File: src/sv/assert_macros.svh
// Assertion macros shared by the RTL.
// Expects clk and rst_n in the scope where a macro is used.
`ifndef ASSERT_MACROS_SVH
`define ASSERT_MACROS_SVH

// Clocked property, disabled while reset is asserted
`define ASSERT_CLK(label, prop, msg) \
    label: assert property (@(posedge clk) disable iff (!rst_n) (prop)) else $error(msg);

// Condition that must never hold at a clock edge
`define ASSERT_NEVER(label, expr, msg) \
    `ASSERT_CLK(label, !(expr), msg)

`endif

File: src/sv/mvm_pkg.sv
// Shared types and constants for the matrix-vector multiply block.
// No dependencies.
`timescale 1ns / 1ps

package mvm_pkg;

    localparam int MAX_COLS  = 4096;
    localparam int COL_W     = $clog2(MAX_COLS);
    localparam int COLS_W    = $clog2(MAX_COLS + 1);
    localparam int ROW_W     = 16;
    localparam int ROWS_W    = 17;
    localparam int ROW_LIMIT = 65536;
    localparam int ELEM_W    = 16;
    localparam int PROD_W    = 32;
    localparam int ACC_W     = 48;
    localparam int CFG_IDX_W = 1;
    localparam int CFG_DATA_W = 17;

    // register indexes
    localparam logic [CFG_IDX_W-1:0] REG_NUM_COLS = 1'd0;
    localparam logic [CFG_IDX_W-1:0] REG_NUM_ROWS = 1'd1;

    // item modes
    localparam logic MODE_VEC_WRITE  = 1'b0;
    localparam logic MODE_MAT_STREAM = 1'b1;

    typedef struct packed {
        logic                     mode;
        logic [11:0]              vec_index;
        logic signed [ELEM_W-1:0] value;
    } in_item_t;

    typedef struct packed {
        logic [ROW_W-1:0]        row_index;
        logic signed [ACC_W-1:0] dot_product;
        logic                    last_row;
    } out_item_t;

    // controller -> datapath
    typedef struct packed {
        logic vec_write;
        logic vec_read;
        logic mul;
        logic acc;
    } dp_cmd_t;

    // datapath -> controller
    typedef struct packed {
        logic row_end;
        logic out_blocked;
    } dp_status_t;

endpackage

File: src/sv/mvm_ctrl.sv
// Sequencer for the matrix-vector multiply: vector writes, and read, multiply, accumulate.
// Depends on mvm_pkg.
`timescale 1ns / 1ps

module mvm_ctrl (
    input  logic                clk,
    input  logic                rst_n,
    input  logic                in_valid,
    input  logic                in_mode,
    input  mvm_pkg::dp_status_t status,
    output mvm_pkg::dp_cmd_t    cmd,
    output logic                busy
);

    localparam logic [1:0] ST_IDLE = 2'd0;
    localparam logic [1:0] ST_MUL  = 2'd1;
    localparam logic [1:0] ST_ACC  = 2'd2;

    logic [1:0] state_reg;
    logic [1:0] state_next;
    logic       accept;

    assign busy   = (state_reg != ST_IDLE);
    assign accept = in_valid && !busy;

    always_comb
    begin
        state_next    = state_reg;
        cmd.vec_write = 1'b0;
        cmd.vec_read  = 1'b0;
        cmd.mul       = 1'b0;
        cmd.acc       = 1'b0;
        case (state_reg)
            ST_IDLE:
            begin
                if (accept)
                begin
                    if (in_mode == mvm_pkg::MODE_MAT_STREAM)
                    begin
                        cmd.vec_read = 1'b1;
                        state_next   = ST_MUL;
                    end
                    else
                    begin
                        cmd.vec_write = 1'b1;
                    end
                end
            end
            ST_MUL:
            begin
                cmd.mul    = 1'b1;
                state_next = ST_ACC;
            end
            ST_ACC:
            begin
                // hold while a finished row would overwrite an untaken result
                if (!(status.row_end && status.out_blocked))
                begin
                    cmd.acc    = 1'b1;
                    state_next = ST_IDLE;
                end
            end
            default:
            begin
                state_next = ST_IDLE;
            end
        endcase
    end

    always_ff @(posedge clk or negedge rst_n)
    begin
        if (!rst_n)
            state_reg <= ST_IDLE;
        else
            state_reg <= state_next;
    end

endmodule

File: config.mk
export PLATFORM = sky130hd
export DESIGN_NAME = mvm_ctrl
export DESIGN_NICKNAME = d
export VERILOG_FILES = /design/src/sv/assert_macros.svh /design/src/sv/mvm_pkg.sv /design/src/sv/mvm_ctrl.sv
export SDC_FILE = /design/constraint.sdc
export NUM_CORES = 1
export LEC_CHECK = 0
export ABC_AREA = 1
export BUFFER_PORTS_ARGS = -buffer_cell sky130_fd_sc_hd__buf_4
export CORE_AREA = 10 10 47 49
export DETAILED_ROUTE_END_ITERATION = 10
export DIE_AREA = 0 0 57 59
export GPL_TIMING_DRIVEN = 1
export PLACE_DENSITY = 0.4
export SYNTH_ARGS = -nofsm -noshare
export SYNTH_HDL_FRONTEND = slang
export SYNTH_SLANG_ARGS = --single-unit
File: constraint.sdc
create_clock -name clk -period 1.3 [get_ports clk]
set_input_delay 0.195 -clock clk [delete_from_list [all_inputs] [get_ports clk]]
set_output_delay 0.195 -clock clk [all_outputs]
set_load 0.005 [all_outputs]
* Word level (Yosys, flattened, before mapping) *
Index checks and enable logic that the tools add are counted.

storage, ports and cells
  output and inout port bits = 5
  bits in latches = 0
  memories kept = 0
  RAM bits = 0
  word-level logic and storage cells = 23
  ROM bits = 0
  flip-flop bits (word level) = 2

cells by class
  add/subtract/negate cells = 0
  $lt $le $gt $ge = 0
  shift-type cells = 0
  equality and inequality tests = 5
  muxes and demuxes = 11
  reductions and logical operators = 6
  multiply operators = 0
  bitwise operators = 0
  divide/modulo/power cells = 0

operators with widths
  kind                number
  $mux 2              5
  $ne 2x2->1 const B  3
  $pmux 2 s3          1
  $mux 1              5
  $reduce_and 3->1    1
  $eq 2x1->1 const B  1
  $eq 2x2->1 const B  1
  $logic_and 1x1->1   2
  $logic_not 2->1     1
  $reduce_bool 2->1   1
  $logic_not 1->1     1

* Longest topological paths before layout *
  depth after elaboration = 5
  gate-level depth with buffers = 4
  gate-level depth less buffers = 4

* Worst setup path before layout *
No wires, ideal clock.

  path type = register -> output
  start point = reg state_reg[1]
  end point = out cmd[2] (netlist name)
  slack = 0.458 ns
  arrival = 0.647 ns
  path buffers = 0
  cell stages (with the launch flop) = 4
  path through = dfrtp_1 > inv_2 > nand3_2 > nor2_1

RTL lines
  what                      line            text
  start: declaration        mvm_ctrl.sv:19  logic [1:0] state_reg;
  start signal: assignment  mvm_ctrl.sv:75  state_reg <= state_next;
  end: declaration          mvm_ctrl.sv:11  output mvm_pkg::dp_cmd_t cmd,

==> results <==
- In this run the clock root is driven by a clkbuf_4.
- The min-delay analysis places its worst path in the category primary input to flop.
- The count of different cell masters after synthesis is 8.
- The cell count after placement is 45.
- The count of non-filler cells in the finished layout is 49.
- The total power divided by cell area is 1070 nW/um2.
- The maximum level of the CTS H-tree is 1.
- The initial standard-cell utilization of the core is 9.29%.
- The actual slew at the worst max-slew pin is 132 ps.
- The data arrival time of the worst path is 1020 ps.
- The placed standard-cell area is 218 um2.
- After synthesis the cells add up to 130 um2.
- The total core area is 1400 um2.
- The die covers 3360 um2.
- Setup violations remaining at the end of the flow were counted as 0.
- The yosys synthesis warning count is 0.
- Buffers placed on the I/O ports in this run total 10.
- The area share of and/or/nand/nor cells after synthesis is 41.3%.
- The top flip-flop cell by instance count after synthesis is dfrtp_1.
- Dividing the detail-routed wire length by the instance count gives 8.18 um.
- The clock latency at the later pin of the worst-skew pair is 220 ps.
- The number of setup buffers added after CTS is 0.
- Counting flops and latches in the post-synthesis netlist gives 2.
- Summing the areas of all fa, ha and maj instances in the mapped netlist gives 0% of the synthesized area.
- The final-report hold violation count is 0.
- Yosys mapped a number of flops with a built-in enable equal to 0.
- By area the synthesized netlist is led by dfrtp_1 38%, nand2_1 14%, nor2_1 14%, inv_1 8.7%, nand3_2 7.7%.
- The number of vias per cell is 3.12.
- The detailed-route via count is 153.
- At the worst endpoint, the required time is 1110 ps.
- The design area is 255 um2.
- From bottom edge to top edge, the die measures 59 um.
- The number of max-slew violations in the final report came to 0.
- The nature of the critical path endpoint is an output port.
- After routing, the total negative slack on setup checks comes to 0 ps.
- The horizontal die dimension is 57 um.
- In the finished design, the share of the clock period the worst path needs comes to 93.5%.
- The mean post-synth cell area is 6.51 um2.
- Counting every instance in the synthesized netlist gives 20.
- The mux cell area share after synthesis is 0%.
- The number of primary I/O pins is 11.
- The run finished with clean final reports.
- The commonest cells after synthesis are 5 x nand2_1, 5 x nor2_1, 3 x inv_1, 2 x dfrtp_1, 2 x inv_2.
- The aggregate routed wire length is 401 um.
- The clock arrives with 1.75 ps of skew.
- The synthesis-to-layout area growth is 96.2%.
- The wire length of the first global-routing pass is 627 um.
- Entering global routing, the biggest net connects 5 pins.
- Summed over all layers, the global routing overflow is 0.
- The upper clock frequency limit is 822 MHz.
- In the final layout, the share of cells above drive strength 1 is 57.6%.
- The cell type with the highest aggregate area in the netlist is dfrtp_1.
- The kind of critical path is flop to output port.
- The worst max-slew margin expressed relative to the limit is 91.2%.
- The leakage power of the design is 0.148 nW.
- After synthesis, the largest family of logic cells by area is simple AND/OR/NAND/NOR gates.
- Subtracting the final worst setup slack from the clock period gives 1220 ps.
- The floorplan has 14 rows.
- Across the run, the number of max-cap violations was 0.
- The via count of the first global-routing pass came to 158.
- The final weighted congestion of routability-driven global placement is 0.607.
- For this run, the post-layout net count is 41.
- The number of antenna violations at the first check in global routing was 0.
- Of the post-synthesis cell area, the dominant cell type holds 38.5%.
- In this run, the number of DRC markers left after iteration 0 of detailed routing was 1.
- The number of flip-flops under the largest register name is 2.
- Of all flip-flops after synthesis, the portion carrying an async set or reset was 100%.
- Setup repair after global routing left no endpoint under its margin.
- TritonCTS built the clock tree.
- The synthesized netlist devotes 0% of its cell area to compound gates.
- For this run, design rule violations remaining after detail routing come to 0.
- STA classifies the critical path startpoint as a flop.
- The largest fanout on the critical path is 3.
- The pre-antenna-repair detailed-routing pass consisted of 2 iterations.
- The maximum VDD drop is 0.354 mV.
- The final antenna-violating net count is 0.
- After clock tree synthesis, the clock-pin slew on the worst setup and hold paths is 30 ps.
- The overall fraction of global-route tracks in use is 2.63%.
- The final HPWL from detailed placement is 350 um.
- The number of nets in the synthesized netlist is 26.
- The number of inserted diodes is 0.
- The clock passes through at most 2 buffers.
- The part of the Yosys area used for sequential elements is 38.5%.
- The number of sinks driven by the clock tree is 2.
- TritonCTS created 3 clock buffers.
- Summing the areas of all xor and xnor instances in the mapped netlist gives 0% of the synthesized area.
## cells in the final DEF (no fill, tap or decap)
cell / instances
dlygate4sd3_1: 1
dfrtp_1: 2
clkbuf_4: 3
inv_2: 2
nor2_1: 3
buf_4: 10
nand3_2: 1
nor2_2: 3
nand2_1: 5
inv_1: 3
## stage by stage
step | hold WS, ps | utilization, % | total power [mW] | setup WS, ps
after floorplan | -101 | - | 0.101 | 458
after global placement | -20.1 | 15.5 | 0.136 | 328
after detailed placement | -21.5 | 15.5 | 0.136 | 322
after CTS | 231 | 17.9 | 0.282 | 79.9
after global routing | 271 | 18.2 | 0.298 | 20.8
final | 265 | 18.2 | 0.274 | 84.2
## layer usage
metal,share of wire [%],track usage [%]
met4,0,2.01
met2,53,3.88
met1,40,2.01
met3,6.2,2.79
met5,0,0
## worst paths after layout
kind                         startpoint      endpoint  slack, ps  cells past startpoint
max in group asynchronous         rst_n  state_reg[0]        930                      2
min reg2reg                state_reg[0]  state_reg[1]        540                      3
min in group asynchronous         rst_n  state_reg[1]        290                      2
min                             in_mode  state_reg[0]        270                      3
max reg2reg                state_reg[1]  state_reg[0]        520                      3
max                        state_reg[1]        cmd[2]         80                      4
## repair_timing
item,4_1_cts,5_1_grt
hold buffers,1,0
resized for setup,0,2
hold endpoints to repair,2,0
endpoints found under the setup margin,0,1
## cell type report
cell class,count,area [um2]
fill,174,1150
timing repair buffer,11,85.1
multi-input combinational,12,58.8
sequential,2,50.0
clock buffer,3,22.5
tap,16,20.0
inverter,5,18.8
## power by group
| group | switching [mW] | internal (mW) | leakage (nW) |
|---|---|---|---|
| sequential | 0.00462 | 0.0679 | 0.0265 |
| combinational | 0.0293 | 0.0364 | 0.108 |
| clock | 0.0340 | 0.102 | 0.0138 |
## critical path: stages, from the launching register on
cell	delay, ps
dfrtp_1	400
inv_2	90
nand3_2	110
nor2_2	90
buf_4	110
## cells by family (layout without fill, tap and decap cells)
group	count (synthesis)	in the layout
buffers and inverters	6	19
AND/OR/NAND/NOR	12	12
flip-flops	2	2
Power figures use the tool's default switching activity.
